<file path="config.mk">
export PLATFORM = sky130hd
export DESIGN_NAME = go_to_goal_velocity_controller_top_flat
export DESIGN_NICKNAME = d
export VERILOG_FILES = /design/src/hw/rtl/ggvc_pkg.sv /design/src/hw/rtl/ggvc_stream_if.sv /design/src/hw/rtl/ggvc_sqrt.sv /design/src/hw/rtl/go_to_goal_velocity_controller_top.sv /design/src/flat_wrapper.sv
export VERILOG_INCLUDE_DIRS = /design/src /design/src/hw/rtl
export SDC_FILE = /design/constraint.sdc
export NUM_CORES = 1
export LEC_CHECK = 0
export ABC_AREA = 1
export BUFFER_PORTS_ARGS = -buffer_cell sky130_fd_sc_hd__buf_2
export CELL_PAD_IN_SITES_DETAIL_PLACEMENT = 1
export CELL_PAD_IN_SITES_GLOBAL_PLACEMENT = 1
export CORE_UTILIZATION = 30
export CTS_CLUSTER_DIAMETER = 150
export DETAILED_ROUTE_END_ITERATION = 7
export MAX_ROUTING_LAYER = met4
export PLACE_DENSITY_LB_ADDON = 0.08
export SLEW_MARGIN = 30
export SYNTH_ARGS = -nofsm -noshare
export SYNTH_HDL_FRONTEND = slang
export SYNTH_SLANG_ARGS = --single-unit
</file>
<file path="constraint.sdc">
create_clock -name clk -period 4.4 [get_ports clk]
set_input_delay 0.66 -clock clk [delete_from_list [all_inputs] [get_ports clk]]
set_output_delay 0.66 -clock clk [all_outputs]
set_load 0.05 [all_outputs]
</file>
<file path="src/hw/rtl/assert_macros.svh">
// Assertion helper macros shared by the RTL files.
`ifndef ASSERT_MACROS_SVH
`define ASSERT_MACROS_SVH
`ifndef SYNTHESIS
// Implication checked at every edge outside reset.
`define ASSERT_IMPL(label, clk, rst, pre, post) \
  label: assert property (@(posedge clk) disable iff (rst) (pre) |-> (post)) \
    else $error("assertion failed");
// Implication checked in the next cycle.
`define ASSERT_NEXT(label, clk, rst, pre, post) \
  label: assert property (@(posedge clk) disable iff (rst) (pre) |=> (post)) \
    else $error("assertion failed");
`else
`define ASSERT_IMPL(label, clk, rst, pre, post)
`define ASSERT_NEXT(label, clk, rst, pre, post)
`endif
`endif

</file>
<file path="src/hw/rtl/ggvc_pkg.sv">
// ---------------------------------------------------------------------------
// ggvc_pkg
// Shared types and constants of the go-to-goal velocity controller.
// ---------------------------------------------------------------------------
package ggvc_pkg;

  localparam int CordicStepsDef = 16;
  localparam int PiQ13 = 25736;
  localparam int TwoPiQ13 = 51472;
  localparam logic signed [33:0] HalfPiQ30 = 34'sd1686629713;

  localparam logic [1:0] MODE_STOP = 2'd0;
  localparam logic [1:0] MODE_MOVE = 2'd1;
  localparam logic [1:0] MODE_ROT  = 2'd2;

  localparam logic [2:0] REG_AGAIN = 3'd0;
  localparam logic [2:0] REG_HGAIN = 3'd1;
  localparam logic [2:0] REG_VMAX  = 3'd2;
  localparam logic [2:0] REG_VMIN  = 3'd3;
  localparam logic [2:0] REG_SPIN  = 3'd4;
  localparam logic [2:0] REG_TOL   = 3'd5;
  localparam logic [2:0] REG_THR   = 3'd6;

  typedef struct packed {
    logic        command;
    logic [31:0] pos_x;
    logic [31:0] pos_y;
    logic [15:0] heading;
  } in_beat_t;

  typedef struct packed {
    logic [31:0] linear_speed;
    logic [31:0] turn_rate;
    logic [1:0]  mode_out;
  } out_beat_t;

  function automatic logic [33:0] atan_q30(input logic [4:0] i);
    logic [33:0] r;
    case (i)
      5'd0: r = 34'd843314857;
      5'd1: r = 34'd497837830;
      5'd2: r = 34'd263043837;
      5'd3: r = 34'd133525159;
      5'd4: r = 34'd67021687;
      5'd5: r = 34'd33543516;
      5'd6: r = 34'd16775851;
      5'd7: r = 34'd8388437;
      5'd8: r = 34'd4194283;
      5'd9: r = 34'd2097149;
      5'd31: r = 34'd0;
      default: r = 34'd1 << (5'd30 - i);
    endcase
    return r;
  endfunction

endpackage

</file>
<file path="src/hw/rtl/ggvc_stream_if.sv">
// ---------------------------------------------------------------------------
// ggvc_stream_if
// Valid/ready channel carrying one beat of payload.
// ---------------------------------------------------------------------------
interface ggvc_stream_if #(
  parameter type payload_t = logic
);
  logic     valid;
  logic     ready;
  payload_t data;

  modport source (output valid, output data, input ready);
  modport sink (input valid, input data, output ready);
endinterface

</file>
<file path="src/hw/rtl/ggvc_sqrt.sv">
// ---------------------------------------------------------------------------
// ggvc_sqrt
// Bit-serial integer square root, two radicand bits per cycle.
// ---------------------------------------------------------------------------
module ggvc_sqrt (
  input  logic        clk,
  input  logic        rst,
  input  logic        start,
  input  logic [63:0] radicand,
  output logic        done,
  output logic [31:0] root
);
  logic [63:0] rad;
  logic [33:0] rem;
  logic [31:0] res;
  logic [5:0]  cnt;
  logic        busy;
  logic [33:0] trial;
  logic [33:0] rem_sh;

  always_comb begin
    rem_sh = {rem[31:0], rad[63:62]};
    trial  = {res, 2'b01};
  end

  always_ff @(posedge clk) begin
    done <= 1'b0;
    if (rst) begin
      busy <= 1'b0;
      cnt  <= '0;
    end else if (start) begin
      busy <= 1'b1;
      rad  <= radicand;
      rem  <= '0;
      res  <= '0;
      cnt  <= '0;
    end else if (busy) begin
      rad <= {rad[61:0], 2'b00};
      if (rem_sh >= trial) begin
        rem <= rem_sh - trial;
        res <= {res[30:0], 1'b1};
      end else begin
        rem <= rem_sh;
        res <= {res[30:0], 1'b0};
      end
      cnt <= cnt + 6'd1;
      if (cnt == 6'd31) begin
        busy <= 1'b0;
        done <= 1'b1;
      end
    end
  end

  assign root = res;

  `include "assert_macros.svh"
  `ASSERT_NEXT(a_sqrt_done_once, clk, rst, done, !done)
  `ASSERT_IMPL(a_sqrt_done_busy, clk, rst, done, !busy)
  `ASSERT_NEXT(a_sqrt_start_busy, clk, rst, start, busy)
endmodule

</file>
<file path="src/hw/rtl/go_to_goal_velocity_controller_top.sv">
// ---------------------------------------------------------------------------
// go_to_goal_velocity_controller_top
// Go-to-goal controller with rotate-in-place, fixed point, serial datapath.
// ---------------------------------------------------------------------------
// A goal beat (command 0) stores the goal and arms the controller. It
// gives no result. A tick beat (command 1) carries the pose and returns
// one velocity beat. A moving or rotating tick runs through these steps:
//   - form the differences and squares and start the root,
//   - the bit-serial square root (two radicand bits a cycle),
//   - the tolerance check, the speed gain and the clamp,
//   - the vectoring steps for the heading, one step a cycle,
//   - wrap, turn gain, output build and valid.
// A stopped tick goes straight to a zero output beat. An arrival tick
// ends at the tolerance check with a zero beat and stops the controller.
// One item is in work at a time. A finished result sits in the output
// register, and the next input is taken in the cycle after that beat is
// delivered. Registers sit on an APB port at 4*index.
module go_to_goal_velocity_controller_top #(
  parameter int CORDIC_STEPS = ggvc_pkg::CordicStepsDef
) (
  input  logic                 clk,
  input  logic                 rst,
  ggvc_stream_if.sink          in_ch,
  ggvc_stream_if.source        out_ch,
  input  logic                 psel,
  input  logic                 penable,
  input  logic                 pwrite,
  input  logic [4:0]           paddr,
  input  logic [31:0]          pwdata,
  output logic [31:0]          prdata,
  output logic                 pready
);
  localparam int SW = $clog2(CORDIC_STEPS + 1);

  typedef enum logic [3:0] {
    S_IDLE, S_DIFF, S_SQ, S_SQRT_GO, S_SQRT, S_LIN, S_CLAMP,
    S_CORDIC, S_ERR, S_TURN, S_FIN, S_OUT
  } state_t;

  // configuration
  logic [15:0] attraction_gain, heading_gain;
  logic [30:0] max_linear_speed, min_linear_speed, spin_speed, arrive_tolerance;
  logic [14:0] heading_threshold;

  assign pready = 1'b1;
  logic wr;
  assign wr = psel & penable & pwrite;

  always_ff @(posedge clk) begin
    if (rst) begin
      attraction_gain   <= 16'd128;
      heading_gain      <= 16'd128;
      max_linear_speed  <= 31'd13107;
      min_linear_speed  <= 31'd3277;
      spin_speed        <= 31'd196608;
      arrive_tolerance  <= 31'd249037;
      heading_threshold <= 15'd3277;
    end else if (wr) begin
      unique case (paddr[4:2])
        ggvc_pkg::REG_AGAIN: attraction_gain   <= pwdata[15:0];
        ggvc_pkg::REG_HGAIN: heading_gain      <= pwdata[15:0];
        ggvc_pkg::REG_VMAX:  max_linear_speed  <= pwdata[30:0];
        ggvc_pkg::REG_VMIN:  min_linear_speed  <= pwdata[30:0];
        ggvc_pkg::REG_SPIN:  spin_speed        <= pwdata[30:0];
        ggvc_pkg::REG_TOL:   arrive_tolerance  <= pwdata[30:0];
        ggvc_pkg::REG_THR:   heading_threshold <= pwdata[14:0];
        default: ;
      endcase
    end
  end

  always_comb begin
    unique case (paddr[4:2])
      ggvc_pkg::REG_AGAIN: prdata = {16'd0, attraction_gain};
      ggvc_pkg::REG_HGAIN: prdata = {16'd0, heading_gain};
      ggvc_pkg::REG_VMAX:  prdata = {1'b0, max_linear_speed};
      ggvc_pkg::REG_VMIN:  prdata = {1'b0, min_linear_speed};
      ggvc_pkg::REG_SPIN:  prdata = {1'b0, spin_speed};
      ggvc_pkg::REG_TOL:   prdata = {1'b0, arrive_tolerance};
      ggvc_pkg::REG_THR:   prdata = {17'd0, heading_threshold};
      default:             prdata = '0;
    endcase
  end

  // datapath state
  state_t state;
  logic signed [31:0] goal_x, goal_y;
  logic [1:0]  mode;
  logic signed [32:0] dx, dy;
  logic signed [15:0] hd;
  logic [31:0] ax, ay;
  logic        sh;
  logic [63:0] sqx, sqy;
  logic [31:0] distance;
  logic [47:0] prod;
  logic signed [32:0] lin;
  // x grows by the CORDIC gain on a 33-bit vector: 36 bits hold it
  logic signed [35:0] cx, cy;
  logic signed [33:0] cz;
  logic [SW-1:0] step;
  logic signed [17:0] e;
  logic signed [31:0] turn;
  logic        out_valid;
  ggvc_pkg::out_beat_t out_data;

  logic        sq_start, sq_done;
  logic [31:0] sq_root;
  logic [63:0] rad;
  assign rad = sqx + sqy;

  ggvc_sqrt u_sqrt (
    .clk(clk), .rst(rst), .start(sq_start), .radicand(rad),
    .done(sq_done), .root(sq_root)
  );
  assign sq_start = (state == S_SQRT_GO);

  ggvc_pkg::in_beat_t ib;
  assign ib = in_ch.data;
  assign in_ch.ready = (state == S_IDLE) && !out_valid;
  assign out_ch.valid = out_valid;
  assign out_ch.data = out_data;

  logic signed [32:0] adx, ady;
  assign adx = dx[32] ? -dx : dx;
  assign ady = dy[32] ? -dy : dy;

  logic [5:0] sidx;
  assign sidx = 6'(step);
  logic signed [35:0] xs, ys;
  logic signed [33:0] cz_r;
  assign xs = cx >>> sidx;
  assign ys = cy >>> sidx;
  assign cz_r = (cz + 34'sd65536) >>> 17;

  logic signed [17:0] e0;
  assign e0 = 18'(hd) - 18'(cz_r);
  logic signed [17:0] ew;
  always_comb begin
    ew = e0;
    if (ew >= 18'sd25736) ew = ew - 18'sd51472;
    else if (ew < -18'sd25736) ew = ew + 18'sd51472;
  end
  logic signed [34:0] tprod;
  assign tprod = -(35'($signed({1'b0, heading_gain})) * 35'(e));
  logic [17:0] eabs;
  assign eabs = e[17] ? 18'(-e) : 18'(e);

  always_ff @(posedge clk) begin
    if (rst) begin
      state     <= S_IDLE;
      mode      <= ggvc_pkg::MODE_STOP;
      goal_x    <= '0;
      goal_y    <= '0;
      out_valid <= 1'b0;
      step      <= '0;
    end else begin
      if (out_valid && out_ch.ready) out_valid <= 1'b0;
      unique case (state)
        S_IDLE: begin
          if (in_ch.valid && in_ch.ready) begin
            if (!ib.command) begin
              goal_x <= ib.pos_x;
              goal_y <= ib.pos_y;
              mode <= (heading_threshold == '0) ? ggvc_pkg::MODE_MOVE
                                                : ggvc_pkg::MODE_ROT;
            end else if (mode != ggvc_pkg::MODE_MOVE &&
                         mode != ggvc_pkg::MODE_ROT) begin
              mode     <= ggvc_pkg::MODE_STOP;
              out_data <= '0;
              state    <= S_OUT;
            end else begin
              dx    <= 33'(goal_x) - 33'($signed(ib.pos_x));
              dy    <= 33'(goal_y) - 33'($signed(ib.pos_y));
              hd    <= ib.heading;
              state <= S_DIFF;
            end
          end
        end
        S_DIFF: begin
          if (adx[32:31] != 2'b00 || ady[32:31] != 2'b00) begin
            ax <= adx[32:1]; ay <= ady[32:1]; sh <= 1'b1;
          end else begin
            ax <= adx[31:0]; ay <= ady[31:0]; sh <= 1'b0;
          end
          state <= S_SQ;
        end
        S_SQ: begin
          sqx <= 64'(ax) * 64'(ax);
          sqy <= 64'(ay) * 64'(ay);
          state <= S_SQRT_GO;
        end
        S_SQRT_GO: state <= S_SQRT;
        S_SQRT: begin
          if (sq_done) begin
            distance <= sh ? {sq_root[30:0], 1'b0} : sq_root;
            state    <= S_LIN;
          end
        end
        S_LIN: begin
          if ({1'b0, distance} < {2'b00, arrive_tolerance}) begin
            mode     <= ggvc_pkg::MODE_STOP;
            out_data <= '0;
            state    <= S_OUT;
          end else begin
            prod  <= 48'(attraction_gain) * 48'(distance);
            state <= S_CLAMP;
          end
        end
        S_CLAMP: begin
          logic signed [40:0] l;
          l = $signed({1'b0, prod[47:8]});
          if (l > 41'($signed({1'b0, max_linear_speed}))) l = 41'(max_linear_speed);
          if (l < 41'($signed({1'b0, min_linear_speed})))
            l = (l > 0) ? 41'(min_linear_speed) : -41'(min_linear_speed);
          lin <= 33'(l);
          if (dx == 0 && dy == 0) begin
            cx <= '0; cy <= '0; cz <= '0;
            step <= SW'(CORDIC_STEPS);
          end else if (dx[32]) begin
            if (!dy[32]) begin
              cx <= 36'(dy); cy <= -36'(dx); cz <= ggvc_pkg::HalfPiQ30;
            end else begin
              cx <= -36'(dy); cy <= 36'(dx); cz <= -ggvc_pkg::HalfPiQ30;
            end
            step <= '0;
          end else begin
            cx <= 36'(dx); cy <= 36'(dy); cz <= '0; step <= '0;
          end
          state <= S_CORDIC;
        end
        S_CORDIC: begin
          if (step == SW'(CORDIC_STEPS)) begin
            state <= S_ERR;
          end else begin
            if (!cy[35]) begin
              cx <= cx + ys; cy <= cy - xs;
              cz <= cz + $signed(ggvc_pkg::atan_q30(step[4:0]));
            end else begin
              cx <= cx - ys; cy <= cy + xs;
              cz <= cz - $signed(ggvc_pkg::atan_q30(step[4:0]));
            end
            step <= step + SW'(1);
          end
        end
        S_ERR: begin
          e <= ew;
          state <= S_TURN;
        end
        S_TURN: begin
          turn  <= 32'(tprod >>> 5);
          state <= S_FIN;
        end
        S_FIN: begin
          if (mode == ggvc_pkg::MODE_ROT) begin
            out_data.linear_speed <= '0;
            // aligned: release to moving in this same tick
            if (eabs < 18'(heading_threshold)) begin
              out_data.turn_rate <= '0;
              out_data.mode_out  <= ggvc_pkg::MODE_MOVE;
              mode <= ggvc_pkg::MODE_MOVE;
            end else begin
              out_data.turn_rate <= turn[31] ? -{1'b0, spin_speed}
                                             : {1'b0, spin_speed};
              out_data.mode_out  <= mode;
            end
          end else begin
            out_data.linear_speed <= lin[31:0];
            out_data.turn_rate    <= turn;
            out_data.mode_out     <= mode;
          end
          state <= S_OUT;
        end
        S_OUT: begin
          out_valid <= 1'b1;
          state     <= S_IDLE;
        end
        default: state <= S_IDLE;
      endcase
    end
  end

  `include "assert_macros.svh"
  `ASSERT_IMPL(a_no_take_busy, clk, rst, in_ch.ready, !out_valid)
  `ASSERT_IMPL(a_mode_legal, clk, rst, 1'b1, mode != 2'd3)
  `ASSERT_NEXT(a_out_after_fin, clk, rst, state == S_OUT, out_valid)
endmodule
</file>
<file path="src/flat_wrapper.sv">
// flat-port wrapper written by rule: the top's interface ports become plain ports
module go_to_goal_velocity_controller_top_flat 
#(
  parameter int CORDIC_STEPS = ggvc_pkg::CordicStepsDef
)
  (clk, rst, psel, penable, pwrite, paddr, pwdata, prdata, pready, in_ch_valid, in_ch_data, in_ch_ready, out_ch_valid, out_ch_data, out_ch_ready);
  ggvc_stream_if in_ch_i ();
  ggvc_stream_if out_ch_i ();
  input  logic clk;
  input  logic rst;
  input  logic psel;
  input  logic penable;
  input  logic pwrite;
  input  logic [4:0] paddr;
  input  logic [31:0] pwdata;
  output logic [31:0] prdata;
  output logic pready;
  input wire logic [$bits(in_ch_i.valid)-1:0] in_ch_valid;
  input wire logic [$bits(in_ch_i.data)-1:0] in_ch_data;
  output wire logic [$bits(in_ch_i.ready)-1:0] in_ch_ready;
  output wire logic [$bits(out_ch_i.valid)-1:0] out_ch_valid;
  output wire logic [$bits(out_ch_i.data)-1:0] out_ch_data;
  input wire logic [$bits(out_ch_i.ready)-1:0] out_ch_ready;
  assign in_ch_i.valid = in_ch_valid;
  assign in_ch_i.data = in_ch_data;
  assign in_ch_ready = in_ch_i.ready;
  assign out_ch_valid = out_ch_i.valid;
  assign out_ch_data = out_ch_i.data;
  assign out_ch_i.ready = out_ch_ready;
  go_to_goal_velocity_controller_top #(.CORDIC_STEPS(CORDIC_STEPS)) u_core (.clk(clk), .rst(rst), .in_ch(in_ch_i), .out_ch(out_ch_i), .psel(psel), .penable(penable), .pwrite(pwrite), .paddr(paddr), .pwdata(pwdata), .prdata(prdata), .pready(pready));
endmodule
</file>
==> summary.txt <==
Run status
  • Status: completed

Place
  • Routability cong.: about 0.86
  • Dpl cell area: between 10000 and 15000 sq um
  • Port buffer count: 74
  • Hpwl dp: 30600 microns

Critical path
  • CP arrival: 2530 ps
  • Worst reg2reg endpoint: u_core.u_sqrt.rem[3]$_SDFFCE_PP0P_
  • FF-to-FF setup slack: between 1000 and 1500 ps
  • R2r worst-path depth: 14
  • Slowest CP cell: nand3_2
  • R2r startpoint: u_core.u_sqrt.rem[0]$_SDFFCE_PP0P_
  • WP data required: 3740 ps
  • Critical path's most frequent cell: buf_2
  • Crit path max fanout: 18
  • WS Path Type: input port to primary output
  • Critical Path Sink Type: primary output
  • CP Cell Sequence: buf_2 > nand3_2 > buf_4 > o2111ai_1 > buf_2
  • CP max stage delay: about 530 ps
  • Worst Setup Start Kind: input port

Finish
  • Finished Core Util: between 30% and 40%
  • Share of cells above drive strength 1: approximately a tenth
  • Synthesis-to-finish area growth: 15.5%
  • Final nets: around 1.9k
  • Area of the multi-input gates: around 6400 sq um
  • Final instance area: approximately 16000 sq um
  • Fillers: 5515
  • Area occupied by registers: 6660 sq um

Detailed routing
  • Vias per std cell: approximately 5
  • Final ANT Viol Nets: 0
  • DRT Pass-1 Iters: 4
  • WL final: ~44000 microns
  • WL/cell: between 15 and 20 microns
  • # DRC: 0
  • DRT iter0 DRCs: 535
  • Vias: 12.1k

Yosys
  • Mapped Nets: about 1.9k
  • Sequential fraction of the synthesis area: a little under half
  • Syn. warnings: 0
  • Post-synthesis mux area share: 0%
  • Syn avg cell area: 7.85 sq um
  • Post-synthesis adder-cell area fraction: between 5 and 6%
  • Synth Area in Simple Gates: between 20 and 25%
  • Flops & latches, synth: approximately 290
  • Synth Instances: around 1.8k
  • Synth async-reset ratio: 0%
  • Distinct cells, synth: 49
  • Compound-Gate Fraction of Synth Area: roughly 16%
  • Number of synthesized flops with an enable pin: 95
  • Post-synth top flop: dfxtp_1
  • Largest family of logic cells by synthesized area: simple AND/OR/NAND/NOR gates
  • XOR/XNOR Fraction of Synth Area: 1.00%
  • Post-Syn Area: 13900 sq um

Power
  • Register share of total power: ~45%
  • Internal: 4.63 mW
  • Worst ir drop on vdd: roughly 230 uV
  • Pleak: approximately 6.7 nW
  • Sw Share: between 20 and 25%
  • Clock power share: 50.2%
  • Psw: 1.40 mW
  • Pwr/cell area: 374 nW/um^2
  • Combinational cell fraction of total power: approximately 4.6%

Timing
  • Fin crit period: roughly 3200 ps
  • Fmax: between 300 and 400 MHz
  • Max_slew headroom: 41.2%
  • Final period util: 72.5%
  • Setup TNS: 0 ps
  • Max Slew Vio Count: 0
  • Unrepaired setup endpoints after global routing: no
  • Worst slew pin tran: 879 ps
  • Final hold vios: 0
  • Final setup vio count: 0
  • Final Skew: between 15 and 20 ps

Global route
  • First-pass GRT wire length: around 70000 microns
  • Met3 Use GR: 2.79%
  • Met2 GRT Util: roughly 31%
  • GRT overflow: 0
  • Gr busiest metal: met2
  • Pin count of the biggest net entering global routing: 65
  • Gr usage total: 19.5%
  • M1 GR Usage: roughly a quarter
  • Initial antenna violation count: 1
  • Vias in the first global route: about 12k

Clock network
  • Post-CTS Resized: 0
  • Maximum clock path buffer count: 3
  • Root buffer cell: clkbuf_16
  • CTS Sinks: between 200 and 300
  • Worst-path clk slew: about 50 ps
  • Post-CTS Setup Inserts: 0
  • Num CTS Buffers: 37
  • H-tree lvl count: 2
  • CTS tree: built
  • Clock latency on the worst-skew pair: 550 ps
  • Hold buffer count at cts: 0

Die
  • # rows: 78
  • Io pins: 81
  • Die height: around 220 microns
  • Full die area: between 40000 and 50000 sq um
  • DIE WIDTH: 218 microns
  • Initial core utilization: between 30% and 40%
  • Core Box Area: ~46000 sq um

Hold path
  • Hold-critical path depth: 4
  • Hold Crit Class: input port to flip-flop
  • Worst hold path endpoint: u_core.out_ch.valid$_SDFFE_PP0P_
  • Hold Crit Start: out_ch_ready

Job
  • Max_cap viols: 0
## placed cells by master, fill, tap and decap left out, types with 13 or more instances in the layout
cell type / instances
o21ai_0: 174
nor3_1: 13
nand3_1: 60
xnor2_1: 14
clkbuf_16: 39
nand4_1: 25
o2111ai_1: 16
a21oi_1: 132
o21ai_1: 26
dfxtp_1: 190
o22ai_1: 14
edfxtp_1: 95
buf_4: 17
buf_2: 74
nor2_1: 334
nand2_1: 295
inv_1: 153
ha_1: 65
inv_2: 13
## flip-flops by register name, indices dropped and copies added (netlist names)
name and flops:
u_core.arrive_tolerance 31, u_core.attraction_gain 16, u_core.distance 31, u_core.heading_gain 16
u_core.heading_threshold 15, u_core.max_linear_speed 31, u_core.min_linear_speed 31, u_core.mode 1
u_core.out_ch.data 1, u_core.out_ch.valid 1, u_core.spin_speed 31, u_core.state 4
u_core.step 5, u_core.u_sqrt.busy 1, u_core.u_sqrt.cnt 6, u_core.u_sqrt.done 1
u_core.u_sqrt.rem 31, u_core.u_sqrt.root 32
## routing by layer
| layer | vias up | wire length [microns] |
|---|---|---|
| met4 | 0 | 750 |
| met1 | 5813 | 21800 |
| li1 | 6048 | - |
| met2 | 145 | 20200 |
| met3 | 46 | 1270 |
| met5 | - | 0 |
## stage by stage
step	power, mW	cells	hold WS (ps)	setup slack (ps)
3_5_place_dp	3.06	2391	436	1220
4_1_cts	6.13	2456	359	1220
3_3_place_gp	3.06	2391	436	780
2_1_floorplan	2.95	1777	426	1090
6_report	6.03	2457	391	1210
5_1_grt	6.25	2457	391	1050
## power groups by stage
stage | logic, mW | registers, mW | clock network, mW
CTS | 0.278 | 2.73 | 3.12
floorplan | 0.164 | 2.78 | 0
global placement | 0.273 | 2.79 | 0
global route | 0.300 | 2.73 | 3.22
finish | 0.274 | 2.73 | 3.02
detailed placement | 0.277 | 2.79 | 0
## area by class of cell
cell class	instances	area share (%)
inverter	167	3.90
clock inverter	16	1.02
tap	600	4.66
multi-input combinational	1247	39.4
timing repair buffer	92	3.21
clock buffer	49	6.48
antenna	1	0.0155
sequential	285	41.3
## synth_stat cells, types with 16 or more instances
library cell / count / share of area (%)
a21oi_1: 133 / 4.8
buf_2: 16 / 0.57
clkbuf_1: 55 / 1.5
dfxtp_1: 190 / 27
edfxtp_1: 95 / 20
ha_1: 65 / 5.8
inv_1: 153 / 4.1
nand2_1: 295 / 7.9
nand3_1: 61 / 2.2
nand4_1: 25 / 1.1
nor2_1: 336 / 9.0
o2111ai_1: 16 / 1.0
o21ai_0: 174 / 6.2
o21ai_1: 26 / 0.93
## worst max-delay path, delay by kind of cell
kind	cells	cell delay, ps
and+or+nand+nor	1	530
buffers and inverters	3	980
AOI/OAI and AO/OA	1	350
## cell families after synthesis
kind of cell,count (synthesis)
buf+inv,245
other cells,2
simple gates,758
fa+ha+maj,66
flops,285
xor+xnor,16
compound gates,405
## how the worst max path moves through the flow
stage                                       start                            endpoint  slack, ps  cells past startpoint
6_report                                 paddr[4]                          prdata[21]       1210                      5
5_1_grt        u_core.u_sqrt.rem[0]$_SDFFCE_PP0P_  u_core.u_sqrt.rem[2]$_SDFFCE_PP0P_       1050                     14
4_1_cts                                  paddr[4]                          prdata[21]       1220                      5
3_5_place_dp                             paddr[4]                          prdata[21]       1220                      5
3_3_place_gp                             paddr[4]                          prdata[21]        780                      5
2_1_floorplan        u_core.state[1]$_SDFFE_PP0P_  u_core.u_sqrt.rem[0]$_SDFFCE_PP0P_       1090                      5
No activity file was read; power rests on OpenSTA's default activity.
